--- src/rtl/core/sas_pkg.sv ---
// Shared types, constants and helpers of the sprite animation script sequencer.
package sas_pkg;

  // Default sizes of the script store and of the skip bound
  localparam int unsigned SCRIPT_ENTRIES_DEF = 512;
  localparam int unsigned SKIP_LIMIT_DEF     = 513;

  // Field widths
  localparam int unsigned OP_W    = 2;
  localparam int unsigned IDX_W   = 9;
  localparam int unsigned DUR_W   = 16;
  localparam int unsigned FRM_W   = 16;
  localparam int unsigned RATE_W  = 16;
  localparam int unsigned WORD_W  = DUR_W + FRM_W;
  localparam int unsigned PROD_W  = DUR_W + RATE_W;
  localparam int unsigned SUM_W   = PROD_W + 1;
  localparam int unsigned FRAC_W  = 8;
  localparam int unsigned CNT_W   = SUM_W - FRAC_W;
  localparam int unsigned CFG_W   = 16;

  // Operation codes
  localparam logic [OP_W-1:0] OP_TICK    = 2'd0;
  localparam logic [OP_W-1:0] OP_WRITE   = 2'd1;
  localparam logic [OP_W-1:0] OP_RESTART = 2'd2;

  // Configuration register indexes
  localparam logic CFG_RATE  = 1'b0;
  localparam logic CFG_START = 1'b1;

  // Command codes carried in the frame field of a zero-duration entry
  localparam logic [FRM_W-1:0] CMD_LOOP   = 16'hFFFF;
  localparam logic [FRM_W-1:0] CMD_STOP   = 16'h0000;
  localparam logic [FRM_W-1:0] CMD_DELETE = 16'h0001;

  // Rate constants: reset value and the unit rate used by a restart
  localparam logic [RATE_W-1:0] RATE_RESET = 16'h0100;
  localparam logic [RATE_W-1:0] RATE_UNIT  = 16'h0100;

  // Result of one transaction
  typedef struct packed {
    logic             running;
    logic             active;
    logic             new_frame;
    logic [FRM_W-1:0] frame_id;
    logic             stuck;
  } res_t;

  // Reduce a start index modulo the store depth (depth is at least 16,
  // so five conditional subtractions cover every 9-bit value)
  function automatic logic [IDX_W-1:0] start_mod(input logic [IDX_W-1:0] v,
                                                 input int unsigned depth);
    logic [IDX_W-1:0] r;
    r = v;
    for (int k = 4; k >= 0; k--) begin
      if (32'(r) >= (depth << k)) begin
        r = IDX_W'(32'(r) - (depth << k));
      end
    end
    return r;
  endfunction

endpackage

--- src/rtl/core/sas_engine.sv ---
// Script engine: transaction decode, countdown and the serial walk over script entries.
module sas_engine #(
  parameter int unsigned SCRIPT_ENTRIES = 512,
  parameter int unsigned SKIP_LIMIT     = 513,
  parameter int unsigned AW             = 9
) (
  input  logic                    clk,
  input  logic                    rst_n,
  // Input transaction
  input  logic                    in_start,
  output logic                    in_idle,
  input  logic [sas_pkg::OP_W-1:0]  in_operation,
  input  logic [sas_pkg::IDX_W-1:0] in_entry_index,
  input  logic [sas_pkg::DUR_W-1:0] in_entry_duration,
  input  logic [sas_pkg::FRM_W-1:0] in_entry_frame,
  // Configuration
  input  logic [sas_pkg::RATE_W-1:0] cfg_rate,
  input  logic [AW-1:0]             cfg_start_idx,
  // Script store
  output logic                      mem_we,
  output logic [AW-1:0]             mem_waddr,
  output logic [sas_pkg::WORD_W-1:0] mem_wdata,
  output logic                      mem_re,
  output logic [AW-1:0]             mem_raddr,
  input  logic [sas_pkg::WORD_W-1:0] mem_rdata,
  // Result
  output logic                      res_valid,
  input  logic                      res_ack,
  output sas_pkg::res_t             res
);
  import sas_pkg::*;

  localparam int unsigned SW = $clog2(SKIP_LIMIT + 1);

  typedef enum logic [2:0] {
    S_IDLE,
    S_READ,
    S_MUL,
    S_EVAL,
    S_OUT
  } state_t;

  state_t              state_r, state_nxt;
  logic [AW-1:0]       ptr_r, ptr_nxt;
  logic [CNT_W-1:0]    cnt_r, cnt_nxt;
  logic [FRAC_W-1:0]   frac_r, frac_nxt;
  logic                active_r, active_nxt;
  logic [FRM_W-1:0]    shown_r, shown_nxt;
  logic [RATE_W-1:0]   rate_r, rate_nxt;
  logic [SW-1:0]       skip_r, skip_nxt;
  logic [PROD_W-1:0]   prod_r, prod_nxt;
  logic                running_r, running_nxt;
  logic                new_frame_r, new_frame_nxt;
  logic                stuck_r, stuck_nxt;

  logic [DUR_W-1:0]    rd_dur;
  logic [FRM_W-1:0]    rd_frm;
  logic [SUM_W-1:0]    sum;
  logic [AW-1:0]       ptr_next_idx;
  logic [SW-1:0]       skip_inc;

  assign rd_dur       = mem_rdata[WORD_W-1:FRM_W];
  assign rd_frm       = mem_rdata[FRM_W-1:0];
  assign sum          = SUM_W'(frac_r) + SUM_W'(prod_r);
  assign ptr_next_idx = (ptr_r == AW'(SCRIPT_ENTRIES - 1)) ? '0 : ptr_r + 1'b1;
  assign skip_inc     = skip_r + 1'b1;

  assign in_idle   = (state_r == S_IDLE);
  assign res_valid = (state_r == S_OUT);

  assign mem_waddr = AW'(in_entry_index);
  assign mem_wdata = {in_entry_duration, in_entry_frame};
  assign mem_raddr = ptr_r;

  assign res.running   = running_r;
  assign res.active    = active_r;
  assign res.new_frame = new_frame_r;
  assign res.frame_id  = shown_r;
  assign res.stuck     = stuck_r;

  // Next-state and datapath decisions
  always_comb begin
    state_nxt     = state_r;
    ptr_nxt       = ptr_r;
    cnt_nxt       = cnt_r;
    frac_nxt      = frac_r;
    active_nxt    = active_r;
    shown_nxt     = shown_r;
    rate_nxt      = rate_r;
    skip_nxt      = skip_r;
    prod_nxt      = prod_r;
    running_nxt   = running_r;
    new_frame_nxt = new_frame_r;
    stuck_nxt     = stuck_r;
    mem_we        = 1'b0;
    mem_re        = 1'b0;

    case (state_r)
      S_IDLE: begin
        if (in_start) begin
          running_nxt   = 1'b0;
          new_frame_nxt = 1'b0;
          stuck_nxt     = 1'b0;
          skip_nxt      = '0;
          state_nxt     = S_OUT;
          case (in_operation)
            OP_TICK: begin
              rate_nxt = cfg_rate;
              if (!active_r) begin
                state_nxt = S_OUT;
              end else if (cfg_rate == '0) begin
                running_nxt = 1'b1;
              end else if (cnt_r != '0) begin
                cnt_nxt = cnt_r - 1'b1;
                if (cnt_r != CNT_W'(1)) begin
                  running_nxt = 1'b1;
                end else begin
                  ptr_nxt   = ptr_next_idx;
                  state_nxt = S_READ;
                end
              end else begin
                state_nxt = S_READ;
              end
            end
            OP_WRITE: begin
              mem_we = (32'(in_entry_index) < SCRIPT_ENTRIES);
            end
            OP_RESTART: begin
              if (!active_r) begin
                frac_nxt = '0;
              end
              active_nxt = 1'b1;
              ptr_nxt    = cfg_start_idx;
              cnt_nxt    = '0;
              rate_nxt   = RATE_UNIT;
              state_nxt  = S_READ;
            end
            default: begin
              state_nxt = S_OUT;
            end
          endcase
        end
      end

      // Fetch the entry under the pointer
      S_READ: begin
        mem_re    = 1'b1;
        state_nxt = S_MUL;
      end

      // Scale the duration by the rate
      S_MUL: begin
        prod_nxt  = PROD_W'(rd_dur) * PROD_W'(rate_r);
        state_nxt = S_EVAL;
      end

      // Decide: command, shown frame, or skip on to the next entry or loop start until the skip bound
      S_EVAL: begin
        if (rd_dur == '0 && rd_frm == CMD_STOP) begin
          state_nxt = S_OUT;
        end else if (rd_dur == '0 && rd_frm == CMD_DELETE) begin
          active_nxt = 1'b0;
          state_nxt  = S_OUT;
        end else if (rd_dur != '0 && sum[SUM_W-1:FRAC_W] != '0) begin
          cnt_nxt       = sum[SUM_W-1:FRAC_W];
          frac_nxt      = sum[FRAC_W-1:0];
          shown_nxt     = rd_frm;
          new_frame_nxt = 1'b1;
          running_nxt   = 1'b1;
          state_nxt     = S_OUT;
        end else begin
          if (rd_dur == '0 && rd_frm == CMD_LOOP) begin
            ptr_nxt = cfg_start_idx;
          end else begin
            frac_nxt = sum[FRAC_W-1:0];
            ptr_nxt  = ptr_next_idx;
          end
          skip_nxt = skip_inc;
          if (skip_inc == SW'(SKIP_LIMIT)) begin
            cnt_nxt     = '0;
            stuck_nxt   = 1'b1;
            running_nxt = 1'b1;
            state_nxt   = S_OUT;
          end else begin
            state_nxt = S_READ;
          end
        end
      end

      // Hold the result until the output register takes it
      S_OUT: begin
        if (res_ack) begin
          state_nxt = S_IDLE;
        end
      end

      default: begin
        state_nxt = S_IDLE;
      end
    endcase
  end

  // State and registered outputs
  always_ff @(posedge clk) begin
    if (!rst_n) begin
      state_r     <= S_IDLE;
      ptr_r       <= '0;
      cnt_r       <= '0;
      frac_r      <= '0;
      active_r    <= 1'b0;
      shown_r     <= '0;
      running_r   <= 1'b0;
      new_frame_r <= 1'b0;
      stuck_r     <= 1'b0;
      skip_r      <= '0;
    end else begin
      state_r     <= state_nxt;
      ptr_r       <= ptr_nxt;
      cnt_r       <= cnt_nxt;
      frac_r      <= frac_nxt;
      active_r    <= active_nxt;
      shown_r     <= shown_nxt;
      running_r   <= running_nxt;
      new_frame_r <= new_frame_nxt;
      stuck_r     <= stuck_nxt;
      skip_r      <= skip_nxt;
    end
    rate_r <= rate_nxt;
    prod_r <= prod_nxt;
  end

endmodule

--- config.mk ---
export PLATFORM = sky130hd
export DESIGN_NAME = sas_engine
export DESIGN_NICKNAME = d
export VERILOG_FILES = /design/src/rtl/core/sas_pkg.sv /design/src/rtl/core/sas_engine.sv
export SDC_FILE = /design/constraint.sdc
export NUM_CORES = 1
export LEC_CHECK = 0
export ABC_AREA = 1
export BUFFER_PORTS_ARGS = -buffer_cell sky130_fd_sc_hd__buf_2
export CAP_MARGIN = 20
export CORE_ASPECT_RATIO = 2
export CORE_MARGIN = 2
export CORE_UTILIZATION = 60
export CTS_CLUSTER_SIZE = 28
export DETAILED_ROUTE_END_ITERATION = 10
export PLACE_DENSITY = 0.9
export SYNTH_ARGS = -nofsm -noshare
export SYNTH_HDL_FRONTEND = slang
export SYNTH_SLANG_ARGS = --single-unit
--- constraint.sdc ---
create_clock -name clk -period 8.5 [get_ports clk]
set_clock_uncertainty 0.05 [all_clocks]
set_input_delay 1.7 -clock clk [delete_from_list [all_inputs] [get_ports clk]]
set_output_delay 1.7 -clock clk [all_outputs]
set_load 0.1 [all_outputs]
* Word level (Yosys, flattened, before mapping)
Cells that the tools add are included. Widths: inputs -> output; s select.
Storage, ports and cells: register bits after elaboration 123, bits in latches 0, bits in writable memories 0, ROM bits 0, input port bits 104, logic and storage cells 149, memories 0
Operators by class: $add $sub $neg 4, multiply operators 1, div/mod/pow operators 0, $lt $le $gt $ge 0, equal/unequal tests 28, shift-type cells 0, muxes and demuxes 77, bitwise operators 2, reduce and logical (&&, ||, !) cells 25
Operators with widths (count):
- $mux 25 | 8
- $pmux 25 s2 | 2
- $mux 9 | 10
- $mux 8 | 7
- $reduce_bool 25->1 | 2
- $logic_not 16->1 | 3
- $mux 10 | 4
- $pmux 9 s2 | 2
- $add 8x32->33 | 1
- $mul 16x16->32 | 1
- $pmux 16 s2 | 1
- $mux 3 | 10
- $mux 1 | 25
- $ne 25x1->1 const B | 1
- $sub 25x1->25 const B | 1
- $pmux 10 s2 | 1
- $reduce_and 5->1 | 4
- $ne 3x3->1 const B | 6
- $eq 16x1->1 const B | 1
- $eq 16x16->1 const B | 1
- $ne 2x2->1 const B | 8
- $pmux 8 s2 | 1
- $reduce_bool 16->1 | 1
- $pmux 3 s5 | 1
- 25 further kinds | 35

* Logic depth before layout (Yosys ltp)
word-level depth 9, gate-level depth with buffers 28

* Least setup slack after synthesis
Ideal clock, no wire load.
kind input to register, start point input mem_rdata[23] (netlist bit), end point register prod_r[28] (data pin), library setup time 266 ps, arrival time 6936 ps, data required time 8184 ps, path slack 1248 ps, stages 22, cell sequence buf_2 -> clkbuf_1 -> nand2_1 -> fa_1 -> inv_1 -> fa_1 -> inv_1 -> fa_1 -> inv_1 -> fa_1 -> fa_1 -> inv_1 -> fa_1 -> inv_1 -> ha_1 -> nand2_1 -> nor4_1 -> a21oi_1 -> o21ai_0 -> nand3_1 -> o2111ai_1 -> xor2_1
Between the ends: word-level cells in the longest chain between the ends 1
RTL lines:
- start: declaration | line sas_engine.sv:25 | input logic [sas_pkg::WORD_W-1:0] mem_rdata,
- $mul 16x16->32 | line sas_engine.sv:153 | prod_nxt = PROD_W'(rd_dur) * PROD_W'(rate_r);
- end signal: assignment | line sas_engine.sv:229 | prod_r <= prod_nxt;
- end: declaration | line sas_engine.sv:51 | logic [PROD_W-1:0] prod_r, prod_nxt;
Every way passes these cells. A chain may end at the register's enable or synchronous reset.

* Worst setup path after layout
start point input mem_rdata[23] (netlist bit), end point register prod_r[31] (data pin)
The elaborated chain is that of the path after synthesis.

==> results.json <==
{
  "yosysMostFrequentCell": "nand2_1",
  "avgRoutedWirePerCell_um": 15.5,
  "grt_start_max_net_pins": 66,
  "grt_usage_pct": 29.6,
  "tightest_slew_ns": 0.882,
  "dp_hpwl_mm": 32.8,
  "synth_top_cells_by_area": "fa_1 23%, nand2_1 13%, inv_1 12%",
  "yosysTopAreaCellShare_pct": 23.0,
  "diodes": 0,
  "synth_cells": 2367,
  "power_density_nw_per_um2": 394,
  "grt_antenna_before_repair": 1,
  "ir_worst_vdd_mv": 0.590,
  "fin_crit_sh_pct": 85.4,
  "wl_met3_mm": 3.12,
  "cts_num_sinks": 123,
  "top_layer": "met5",
  "syn_to_final_growth_pct": 4.65,
  "port-buffer-count": 95,
  "drt_iter0_drc": 1170,
  "grt_pass1_wl_mm": 70.6,
  "dieArea_sq_um": 29700,
  "finalMaxSlewViolations": 0,
  "place_ws_ns": 0.909,
  "cts_buffers": 17,
  "grt_overflow": 0,
  "maxCapViolCount": 0,
  "worst_hold_slack_ns": 0.389,
  "power.total_mw": 6.99,
  "syn_area_sq_um": 16900,
  "synthArstFlopShare_pct": 0,
  "period_minus_slack_ns": 7.26,
  "p_leak_nw": 9.86,
  "multi_input_area_sq_um": 11200,
  "routed-wl-met2_mm": 21.0,
  "endpoint_kind": "register",
  "die_h_um": 242,
  "setup_tns_ns": 0,
  "die_w_um": 123,
  "synth_seq_cells": 123,
  "cts.clk_slew.worst_paths_ns": 0.06,
  "hold_path.class": "register to register",
  "placementRows": 87,
  "yosysWarnings": 0,
  "first_pass_iters": 7,
  "drt-total-wl_mm": 42.2,
  "cts-htree-levels": 4,
  "fin_cells": 2714,
  "ys_top_cells_by_count": "588 x nand2_1, 526 x inv_1, 195 x fa_1, 183 x nor2_1, 118 x ha_1",
  "initial_core_util_pct": 60.6,
  "avgViaCountPerCell": 5.51,
  "cp.arrival_ns": 7.39,
  "syn-num-nets": 2784,
  "ys_seq_area_share_pct": 17.4,
  "yosysTopAreaCell": "fa_1",
  "vias": 15000,
  "cts_hold_buf": 0,
  "rsz0062_at_grt": "false",
  "setup_viol_count_final": 0,
  "setup_slack_ns": 1.24,
  "drive_gt1_share_pct": 8.48,
  "drtAntennaViolNets": 0,
  "grt_pass1_vias": 15100,
  "insertion_delay_ns": 0.44,
  "dp_cells": 2683,
  "drt-met1-wl_mm": 16.0,
  "nets": 2764,
  "clockBufferDepth": 2,
  "relSlewSlack_pct": 41.2,
  "cts_tree": "built",
  "clock-root-buffer": "clkbuf_16",
  "core_area_sq_um": 28000,
  "outcome": "completed",
  "cp_data_required_time_ns": 8.63,
  "io_pins": 178,
  "synthDistinctLibCells": 49,
  "fmax_mhz": 138,
  "start_kind": "input pin",
  "seqCellArea_sq_um": 2940,
  "fill_cells": 2270,
  "post-cts-setup-buffer-count": 0,
  "drcViolationCount": 0,
  "synth-edff-count": 48,
  "critPathMaxFanout": 17,
  "crit_type": "input pin to register",
  "synth_flop_cell": "dfxtp_1",
  "gp_congestion": 0.944,
  "report.final.hold_viol_count": 0,
  "cts.repair.resized": 0,
  "syn_avg_cell_area_sq_um": 7.16
}
==> final cells by class <==
cell class / instances / share of cell area, %
clock buffers: 21 / 2.72
flip-flops and latches: 123 / 16.6
multi-input cells: 1564 / 63.4
well taps: 356 / 2.51
repair buffers: 102 / 3.05
inverters: 539 / 11.4
clock inverters: 9 / 0.353
==> metrics by stage <==
step	utilization (%)	area [sq um]
5_1_grt	63.4	17700
3_3_place_gp	61.4	17200
2_1_floorplan	-	16900
4_1_cts	63.3	17700
6_report	63.4	17700
3_5_place_dp	61.4	17200
==> flip-flops by register name (all words and copies together) (netlist names), 3 cells and up <==
register and count:
rate_r 16, shown_r 16, prod_r 32, cnt_r 25, frac_r 8, state_r 3
skip_r 10, mem_raddr 9
==> critical path: stages <==
cell and delay [ns]:
buf_2 0.33, nand2_1 0.15, fa_1 0.58, inv_1 0.06, fa_1 0.51, inv_1 0.06
fa_1 0.54, inv_1 0.07, fa_1 0.50, fa_1 0.55, inv_1 0.06, fa_1 0.53
inv_1 0.04, ha_1 0.34, a21oi_1 0.24, o21ai_0 0.16, a21oi_1 0.19, o21ai_0 0.19
a21oi_1 0.30, o21ai_0 0.15, xor2_1 0.16
==> kinds of logic after synthesis <==
kind of cell | after synthesis | synth area share [%]
buf+inv | 680 | 16.4
fa+ha+maj | 313 | 31.8
flops | 123 | 17.4
compound gates | 179 | 5.74
mux | 1 | 0.0665
xor+xnor | 55 | 2.84
simple gates | 1016 | 25.8
==> final timing paths <==
check | startpoint | end | slack [ns] | cells after the start
max | mem_rdata[23] | prod_r[31] | 1.24 | 21
min | shown_r[2] | shown_r[2] | 0.39 | 2
max reg2reg | rate_r[7] | prod_r[31] | 1.95 | 20
min reg2reg | shown_r[2] | shown_r[2] | 0.39 | 2
==> power breakdown <==
group	internal [mW]	switching [mW]	leakage, nW
clock network	0.402	0.280	0.271
registers	0.943	0.109	1.05
logic	1.94	3.31	8.53
==> layout by cell type (no fill, tap or decap), drive strengths merged, types with 10 or more instances in the layout <==
master / netlist / layout
ha: 118 / 118
nor3: 33 / 33
nand3b: 10 / 10
nor2: 213 / 213
xnor2: 14 / 14
a21oi: 84 / 84
xor2: 41 / 41
nor4: 10 / 10
buf: 75 / 102
dfxtp: 75 / 75
nand3: 81 / 81
fa: 195 / 195
clkbuf: 66 / 21
edfxtp: 48 / 48
nand4: 64 / 64
nand2: 597 / 597
inv: 538 / 541
o21ai: 72 / 72
==> layer usage <==
layer  track usage (%)  vias to the layer above
li1                  -                     7081
met1              36.9                     7030
met2              48.8                      682
met3              5.21                      171
met4              14.5                        2
met5                 0                        -
Power figures use the tool's default switching activity.
